**config.mk**
```make
export PLATFORM = sky130hd
export DESIGN_NAME = stable_sorted_priority_queue_unit
export DESIGN_NICKNAME = d
export VERILOG_FILES = /design/src/hdl/sspq_pkg.sv /design/src/hdl/sspq_ctrl.sv /design/src/hdl/sspq_datapath.sv /design/src/hdl/stable_sorted_priority_queue_unit.sv
export VERILOG_INCLUDE_DIRS = /design/src /design/src/hdl
export SDC_FILE = /design/constraint.sdc
export NUM_CORES = 1
export LEC_CHECK = 0
export ABC_AREA = 1
export ABC_CLOCK_PERIOD_IN_PS = 3600
export BUFFER_PORTS_ARGS = -buffer_cell sky130_fd_sc_hd__buf_4
export CAP_MARGIN = 20
export CORE_MARGIN = 4
export CORE_UTILIZATION = 55
export DETAILED_ROUTE_END_ITERATION = 12
export PLACE_DENSITY = 0.74
export SYNTH_ARGS = -nofsm -noshare
export SYNTH_HDL_FRONTEND = slang
export SYNTH_HIERARCHICAL = 1
export SYNTH_SLANG_ARGS = --single-unit
```
**constraint.sdc**
```tcl
create_clock -name i_clk -period 3.6 [get_ports i_clk]
set_input_delay 0.36 -clock i_clk [delete_from_list [all_inputs] [get_ports i_clk]]
set_output_delay 0.36 -clock i_clk [all_outputs]
set_load 0.01 [all_outputs]
```
**src/hdl/assert_macros.svh**
```systemverilog
// assertion macros for the sorted priority queue unit
// no dependencies; included by the modules that check their own logic
`ifndef ASSERT_MACROS_SVH
`define ASSERT_MACROS_SVH
`ifndef SYNTH
`define SSPQ_ASSERT(label, clk, rst_n, prop) \
    label: assert property (@(posedge clk) disable iff (!rst_n) (prop)) \
        else $error("sspq assertion failed");
`define SSPQ_ASSERT_ALWAYS(label, clk, prop) \
    label: assert property (@(posedge clk) (prop)) \
        else $error("sspq assertion failed");
`else
`define SSPQ_ASSERT(label, clk, rst_n, prop)
`define SSPQ_ASSERT_ALWAYS(label, clk, prop)
`endif
`endif

```
**src/hdl/sspq_pkg.sv**
```systemverilog
// shared types, codes and default sizes of the sorted priority queue unit
// no dependencies
`default_nettype none
package sspq_pkg;

    localparam int DEF_DEPTH      = 16;
    localparam int DEF_LEVEL_BITS = 8;
    localparam int DEF_TAG_BITS   = 16;

    localparam logic OP_ENQ = 1'b0;
    localparam logic OP_DEQ = 1'b1;

    typedef enum logic [1:0] {
        STS_DONE      = 2'd0,
        STS_FULL_DROP = 2'd1,
        STS_EMPTY_IGN = 2'd2
    } t_status;

    typedef enum logic {
        S_IDLE,
        S_HOLD
    } t_state;

    typedef struct packed {
        logic    do_enq;
        logic    do_deq;
        logic    load;
        t_status status;
    } t_dp_cmd;

    typedef struct packed {
        logic full;
        logic empty;
    } t_dp_stat;

endpackage
`default_nettype wire

```
**src/hdl/sspq_ctrl.sv**
```systemverilog
// controller: request handshake, result holding and command decode
// depends on sspq_pkg
`default_nettype none
module sspq_ctrl (
    input  wire               i_clk,
    input  wire               i_rst_n,
    input  wire               i_req_valid,
    input  wire               i_op,
    output logic              o_req_ready,
    output logic              o_res_valid,
    input  wire               i_res_ready,
    input  sspq_pkg::t_dp_stat i_stat,
    output sspq_pkg::t_dp_cmd  o_cmd
);
    import sspq_pkg::*;

    t_state r_state;
    t_state n_state;
    logic   w_accept;

    assign w_accept = i_req_valid && o_req_ready;

    always_ff @(posedge i_clk) begin
        if (!i_rst_n) begin
            r_state <= S_IDLE;
        end else begin
            r_state <= n_state;
        end
    end

    always_comb begin
        n_state = r_state;
        case (r_state)
            S_IDLE: begin
                if (w_accept) n_state = S_HOLD;
            end
            S_HOLD: begin
                if (!w_accept && i_res_ready) n_state = S_IDLE;
            end
            default: n_state = S_IDLE;
        endcase
    end

    always_comb begin
        o_req_ready = 1'b0;
        o_res_valid = 1'b0;
        o_cmd       = '0;
        case (r_state)
            S_IDLE: begin
                o_req_ready = i_rst_n;
            end
            S_HOLD: begin
                o_req_ready = i_res_ready;
                o_res_valid = 1'b1;
            end
            default: begin
                o_req_ready = 1'b0;
            end
        endcase
        if (w_accept) begin
            o_cmd.load = 1'b1;
            if (i_op == OP_ENQ) begin
                if (i_stat.full) o_cmd.status = STS_FULL_DROP;
                else             o_cmd.do_enq = 1'b1;
            end else begin
                if (i_stat.empty) o_cmd.status = STS_EMPTY_IGN;
                else              o_cmd.do_deq = 1'b1;
            end
        end
    end

endmodule
`default_nettype wire

```
**src/hdl/sspq_datapath.sv**
```systemverilog
// datapath: row of sorted slots with per-slot compare and shift, count and status
// depends on sspq_pkg and assert_macros.svh
`default_nettype none
`include "assert_macros.svh"
module sspq_datapath #(
    parameter int DEPTH      = sspq_pkg::DEF_DEPTH,
    parameter int LEVEL_BITS = sspq_pkg::DEF_LEVEL_BITS,
    parameter int TAG_BITS   = sspq_pkg::DEF_TAG_BITS,
    parameter int CNT_W      = $clog2(DEPTH + 1)
) (
    input  wire                   i_clk,
    input  wire                   i_rst_n,
    input  sspq_pkg::t_dp_cmd     i_cmd,
    output sspq_pkg::t_dp_stat    o_stat,
    input  wire  [LEVEL_BITS-1:0] i_level,
    input  wire  [TAG_BITS-1:0]   i_tag,
    output logic                  o_head_valid,
    output logic [LEVEL_BITS-1:0] o_head_level,
    output logic [TAG_BITS-1:0]   o_head_tag,
    output logic [CNT_W-1:0]      o_count,
    output sspq_pkg::t_status     o_status
);
    import sspq_pkg::*;

    logic [LEVEL_BITS-1:0] r_lvl [DEPTH];
    logic [TAG_BITS-1:0]   r_tag [DEPTH];
    logic [CNT_W-1:0]      r_count;
    t_status               r_status;

    logic [DEPTH-1:0]      w_le;
    logic [DEPTH-1:0]      w_prev_le;
    logic [LEVEL_BITS-1:0] w_prev_lvl [DEPTH];
    logic [TAG_BITS-1:0]   w_prev_tag [DEPTH];
    logic [LEVEL_BITS-1:0] w_next_lvl [DEPTH];
    logic [TAG_BITS-1:0]   w_next_tag [DEPTH];

    for (genvar g = 0; g < DEPTH; g++) begin : g_slot
        assign w_le[g] = (CNT_W'(g) < r_count) && (r_lvl[g] <= i_level);

        if (g == 0) begin : g_first
            assign w_prev_le[g]  = 1'b1;
            assign w_prev_lvl[g] = i_level;
            assign w_prev_tag[g] = i_tag;
        end else begin : g_inner
            assign w_prev_le[g]  = w_le[g-1];
            assign w_prev_lvl[g] = r_lvl[g-1];
            assign w_prev_tag[g] = r_tag[g-1];
        end

        if (g == DEPTH - 1) begin : g_last
            assign w_next_lvl[g] = r_lvl[g];
            assign w_next_tag[g] = r_tag[g];
        end else begin : g_body
            assign w_next_lvl[g] = r_lvl[g+1];
            assign w_next_tag[g] = r_tag[g+1];
        end

        // insert where the run of lower-or-equal levels ends, shift the rest up; on dequeue shift every slot down
        always_ff @(posedge i_clk) begin
            if (i_cmd.do_enq && !w_le[g]) begin
                if (w_prev_le[g]) begin
                    r_lvl[g] <= i_level;
                    r_tag[g] <= i_tag;
                end else begin
                    r_lvl[g] <= w_prev_lvl[g];
                    r_tag[g] <= w_prev_tag[g];
                end
            end else if (i_cmd.do_deq) begin
                r_lvl[g] <= w_next_lvl[g];
                r_tag[g] <= w_next_tag[g];
            end
        end
    end

    always_ff @(posedge i_clk) begin
        if (!i_rst_n) begin
            r_count  <= '0;
            r_status <= STS_DONE;
        end else begin
            if (i_cmd.do_enq)      r_count <= r_count + CNT_W'(1);
            else if (i_cmd.do_deq) r_count <= r_count - CNT_W'(1);
            if (i_cmd.load) r_status <= i_cmd.status;
        end
    end

    assign o_stat.full   = (r_count == CNT_W'(DEPTH));
    assign o_stat.empty  = (r_count == '0);
    assign o_head_valid  = (r_count != '0);
    assign o_head_level  = o_head_valid ? r_lvl[0] : '0;
    assign o_head_tag    = o_head_valid ? r_tag[0] : '0;
    assign o_count       = r_count;
    assign o_status      = r_status;

    `SSPQ_ASSERT(a_count_bound, i_clk, i_rst_n, r_count <= CNT_W'(DEPTH))
    `SSPQ_ASSERT(a_enq_count, i_clk, i_rst_n,
        i_cmd.do_enq |=> r_count == $past(r_count) + CNT_W'(1))
    `SSPQ_ASSERT(a_deq_count, i_clk, i_rst_n,
        i_cmd.do_deq |=> r_count == $past(r_count) - CNT_W'(1))
    `SSPQ_ASSERT(a_head_sorted, i_clk, i_rst_n,
        (r_count >= CNT_W'(2)) |-> (r_lvl[0] <= r_lvl[1]))
    `SSPQ_ASSERT(a_dropped_code, i_clk, i_rst_n,
        (i_cmd.load && !i_cmd.do_enq && !i_cmd.do_deq) |=> r_status != STS_DONE)

endmodule
`default_nettype wire

```
**src/hdl/stable_sorted_priority_queue_unit.sv**
```systemverilog
// top level of the stable sorted priority queue: stream ports, controller, datapath
// depends on sspq_pkg, sspq_ctrl, sspq_datapath
//
// channel  dir  handshake             tuser   tdata (lowest bits first)
// s        in   i_s_tvalid/o_s_tready op      priority_level, entry_tag
// m        out  o_m_tvalid/i_m_tready status  head_valid, head_level, head_tag, entry_count
//
// each request is applied to the slot row in the cycle it is accepted
// the result is held in the output stage from the next cycle until taken
// a new request is taken in the same cycle the held result is taken
// reset clears the entry count and the output stage; slot contents need no clearing
// a stall on the m side holds off the s side
`default_nettype none
module stable_sorted_priority_queue_unit #(
    parameter int DEPTH      = sspq_pkg::DEF_DEPTH,
    parameter int LEVEL_BITS = sspq_pkg::DEF_LEVEL_BITS,
    parameter int TAG_BITS   = sspq_pkg::DEF_TAG_BITS,
    parameter int CNT_W      = $clog2(DEPTH + 1),
    parameter int IN_W       = ((LEVEL_BITS + TAG_BITS + 7) / 8) * 8,
    parameter int OUT_W      = ((1 + LEVEL_BITS + TAG_BITS + CNT_W + 7) / 8) * 8
) (
    input  wire              i_clk,
    input  wire              i_rst_n,
    input  wire              i_s_tvalid,
    output logic             o_s_tready,
    input  wire  [IN_W-1:0]  i_s_tdata,   // priority_level, entry_tag
    input  wire              i_s_tuser,   // op
    output logic             o_m_tvalid,
    input  wire              i_m_tready,
    output logic [OUT_W-1:0] o_m_tdata,   // head_valid, head_level, head_tag, entry_count
    output logic [1:0]       o_m_tuser    // status
);
    import sspq_pkg::*;

    t_dp_cmd               w_cmd;
    t_dp_stat              w_stat;
    logic                  w_head_valid;
    logic [LEVEL_BITS-1:0] w_head_level;
    logic [TAG_BITS-1:0]   w_head_tag;
    logic [CNT_W-1:0]      w_count;
    t_status               w_status;

    sspq_ctrl u_ctrl (
        .i_clk       (i_clk),
        .i_rst_n     (i_rst_n),
        .i_req_valid (i_s_tvalid),
        .i_op        (i_s_tuser),
        .o_req_ready (o_s_tready),
        .o_res_valid (o_m_tvalid),
        .i_res_ready (i_m_tready),
        .i_stat      (w_stat),
        .o_cmd       (w_cmd)
    );

    sspq_datapath #(
        .DEPTH      (DEPTH),
        .LEVEL_BITS (LEVEL_BITS),
        .TAG_BITS   (TAG_BITS),
        .CNT_W      (CNT_W)
    ) u_datapath (
        .i_clk        (i_clk),
        .i_rst_n      (i_rst_n),
        .i_cmd        (w_cmd),
        .o_stat       (w_stat),
        .i_level      (i_s_tdata[LEVEL_BITS-1:0]),
        .i_tag        (i_s_tdata[LEVEL_BITS+TAG_BITS-1:LEVEL_BITS]),
        .o_head_valid (w_head_valid),
        .o_head_level (w_head_level),
        .o_head_tag   (w_head_tag),
        .o_count      (w_count),
        .o_status     (w_status)
    );

    assign o_m_tdata = OUT_W'({w_count, w_head_tag, w_head_level, w_head_valid});
    assign o_m_tuser = w_status;

endmodule
`default_nettype wire

```
==> results.sh <==
export IMPL_drtAntennaViolNets=0
export IMPL_drive_gt1_frac=0.0938
export IMPL_cp_max_fo=42
export IMPL_wl_per_cell_um=24.9
export IMPL_p_sw_frac=0.302
export IMPL_p_leak_nw=11.9
export IMPL_end_kind="register"
export IMPL_intPower_w=0.00886
export IMPL_fin_nets=3133
export IMPL_syn_to_final_growth_pct=10.4
export IMPL_fin_crit_sh=0.919
export IMPL_synth_area_leader_cell="edfxtp_1"
export IMPL_hold_viol_final=0
export IMPL_power_frac_seq=0.455
export IMPL_relSlewSlack=0.416
export IMPL_fp_row_count=77
export IMPL_synth_cells=2992
export IMPL_grt_pass1_vias=22900
export IMPL_gp_congestion=0.966
export IMPL_yosysSeqAreaShare=0.467
export IMPL_p_comb_frac=0.190
export IMPL_fin_hold_ws_ps=34.5
export IMPL_switching_power_w=0.00384
export IMPL_synth_adder_area_share=0.0659
export IMPL_antenna_found_initial=0
export IMPL_tightest_slew_ps=876
export IMPL_synth_top_family_by_area="simple AND/OR/NAND/NOR gates"
export IMPL_numClockSinks=392
export IMPL_crit_buf_inv=4
export IMPL_syn_cell_area_mm2=0.0251
export IMPL_path_delay_family="simple AND/OR/NAND/NOR gates"
export IMPL_critPathArrivalTime_ps=3650
export IMPL_grt_pass1_wl_um=136000
export IMPL_worstSetupPathType="reg -> reg"
export IMPL_clock_latency_ps=590
export IMPL_dp_hpwl_um=61200
export IMPL_io_buffers=62
export IMPL_synth_area_leaders="edfxtp_1 46%, nand3_1 18%, nand4_1 8.2%"
export IMPL_cts_root_buffer="clkbuf_16"
export IMPL_power_density_mw_per_mm2=459
export IMPL_cap_violations=0
export IMPL_cts_path_max_buffers=3
export IMPL_fin_crit_ps=3310
export IMPL_critPathRequiredTime_ps=3940
export IMPL_slew_violations=0
export IMPL_io_pins=65
export IMPL_r2r_slack_ps=290
export IMPL_die_x_um=221
export IMPL_drtPass1Iterations=6
export IMPL_synth_xor_area_frac=0
export IMPL_peakVddDrop_mv=0.367
export IMPL_cts_made_buffers=46
export IMPL_floorplan_initialDensity=0.562
export IMPL_yosysWarningCount=6
export IMPL_finalClockSkew_ps=18.0
export IMPL_hp_class="in -> reg"
export IMPL_grt_max_degree=100
export IMPL_dieArea_mm2=0.0490
export IMPL_tns_ps=0
export IMPL_synth_mux_area_frac=0
export IMPL_viasPerCell=6.86
export IMPL_grt_overflow=0
export IMPL_post_route_cell_area_mm2=0.0277
export IMPL_setup_viol=0
export IMPL_synth_top_cell_area_share=0.460
export IMPL_status="finished clean"
export IMPL_synth_simple_area_share=0.359
export IMPL_cp_cell_sequence="inv_1, ha_1, inv_1, nor3_1, or2_1, nor2_4, buf_4, buf_12, nand2_4, nand2_2, nand2_2, nand3_1, nand2_1"
export IMPL_cp_slowest_cell="dfxtp_1"
export IMPL_power_frac_clock=0.355
export IMPL_antennaDiodeCount=0
export IMPL_start_kind="register"
export IMPL_h_tree_depth=2
export IMPL_drt_iter0_drc=4266
export IMPL_core_area_mm2=0.0446
export IMPL_ys_ff_latch=392
export IMPL_max_freq_mhz=302
export IMPL_synth_distinct_cells=30
export IMPL_cts_tree="built"
export IMPL_vias=24700
export IMPL_drt_wl_total_um=89500
export IMPL_clk_pin_slew_worst_paths_ps=60
export IMPL_grt_use_total=0.349
export IMPL_max_stage_delay_ps=520
export IMPL_rsz0062_at_grt="no"
export IMPL_synth_compound_area_frac=0.0259
export IMPL_avgSynthCellArea_um2=8.37
export IMPL_drcViolationCount=0
export IMPL_dpl_cell_area_mm2=0.0263
export IMPL_fp_dieH_um=221
final timing paths:
kind,from,end,depth (start not counted)
worst min-delay path,i_s_tvalid,u_ctrl/r_state,3
worst max-delay path,u_datapath/o_count[0],u_datapath/r_tag[1][13],13
worst min register to register,u_datapath/o_status[1],u_datapath/o_status[1],2
worst max register to register,u_datapath/o_count[0],u_datapath/r_tag[1][13],13
cell families (layout without fill, tap and decap cells):
family | Yosys count | in the layout
simple gates | 1853 | 1853
buf+inv | 498 | 511
flops | 392 | 392
fa+ha+maj | 132 | 132
compound gates | 116 | 116
other cells | 1 | 2
through the flow:
step           setup WS, ps  total power, W  cells   util
2_1_floorplan           102         0.00729   2993      -
3_3_place_gp            451         0.00811   3515  0.589
3_5_place_dp            393         0.00819   3515  0.589
4_1_cts                 348          0.0127   3598  0.620
5_1_grt                 116          0.0132   3598  0.620
6_report                293          0.0127   3598  0.620
repair_timing:
action | 4_1_cts | 5_1_grt
endpoints found under the setup margin | 0 | 0
buffers inserted | 0 | 0
hold buffers | 1 | 0
hold endpoints to repair | 1 | 0
resized for setup | 0 | 0
power by group through the flow:
stage	Sequential, W	Combinational (W)	Clock (W)
global route	0.00580	0.00263	0.00473
finish	0.00579	0.00241	0.00451
global placement	0.00585	0.00226	0
floorplan	0.00574	0.00155	0
detailed placement	0.00586	0.00234	0
CTS	0.00577	0.00235	0.00456
cell type report:
class                   instances  area, um2
clock buffers                  57       1210
clock inverters                25        185
fillers                      3857      16900
inverters                     235        882
multi-input cells            2103      11300
flip-flops and latches        392      11700
well taps                     592        741
repair buffers                194       1630
flip-flops by register name, summed over array words and instances, names as in the netlist:
name and flops:
u_ctrl/r_state 1, u_datapath/o_count 5, u_datapath/o_status 2, u_datapath/r_lvl 128, u_datapath/r_tag 256
cells in the mapped netlist:
master and n:
o221ai_1 1, nand3_2 3, clkbuf_1 123, buf_6 3
o22ai_1 2, nor2_2 2, a21o_1 4, o21ai_0 14
inv_1 229, a21oi_1 71, buf_2 79, buf_4 19
o21ai_1 3, nand2_2 16, nand2_4 2, buf_1 39
or2_1 1, o21bai_1 10, conb_1 1, inv_2 6
dfxtp_1 8, nor2_1 67, o21a_1 11, nor3_1 1
or2_0 1, nand2_1 523, nand4_1 328, ha_1 132
nand3_1 909, edfxtp_1 384
cells in the final DEF, fill, tap and decap left out:
cell type,instances
nand3_1,909
nand2_1,523
edfxtp_1,384
nand4_1,328
inv_1,229
buf_4,179
ha_1,132
a21oi_1,70
nor2_1,65
clkbuf_16,47
nand2_2,16
clkinv_1,15
o21ai_0,14
buf_12,14
o21a_1,11
clkbuf_1,10
o21bai_1,10
dfxtp_1,8
clkinv_2,6
inv_2,6
a21o_1,4
bufinv_16,3
nand3_2,3
o21ai_1,3
conb_1,2
nor2_4,2
nor2_2,2
nand2_4,2
o22ai_1,2
inv_6,1
dlygate4sd3_1,1
or2_0,1
or2_1,1
a21oi_2,1
nor3_1,1
o221ai_1,1
per-layer routing:
layer	vias up	track usage	share of wire
met2	1973	0.520	0.44
met1	11700	0.500	0.38
li1	10700	-	-
met4	0	0.135	0.042
met3	267	0.0761	0.14
met5	-	0	0
worst min-delay path: cells and delay by family:
kind | cells | cell delay [ps]
compound gates | 1 | 50
buf+inv | 2 | 170
Power figures use the tool's default switching activity.
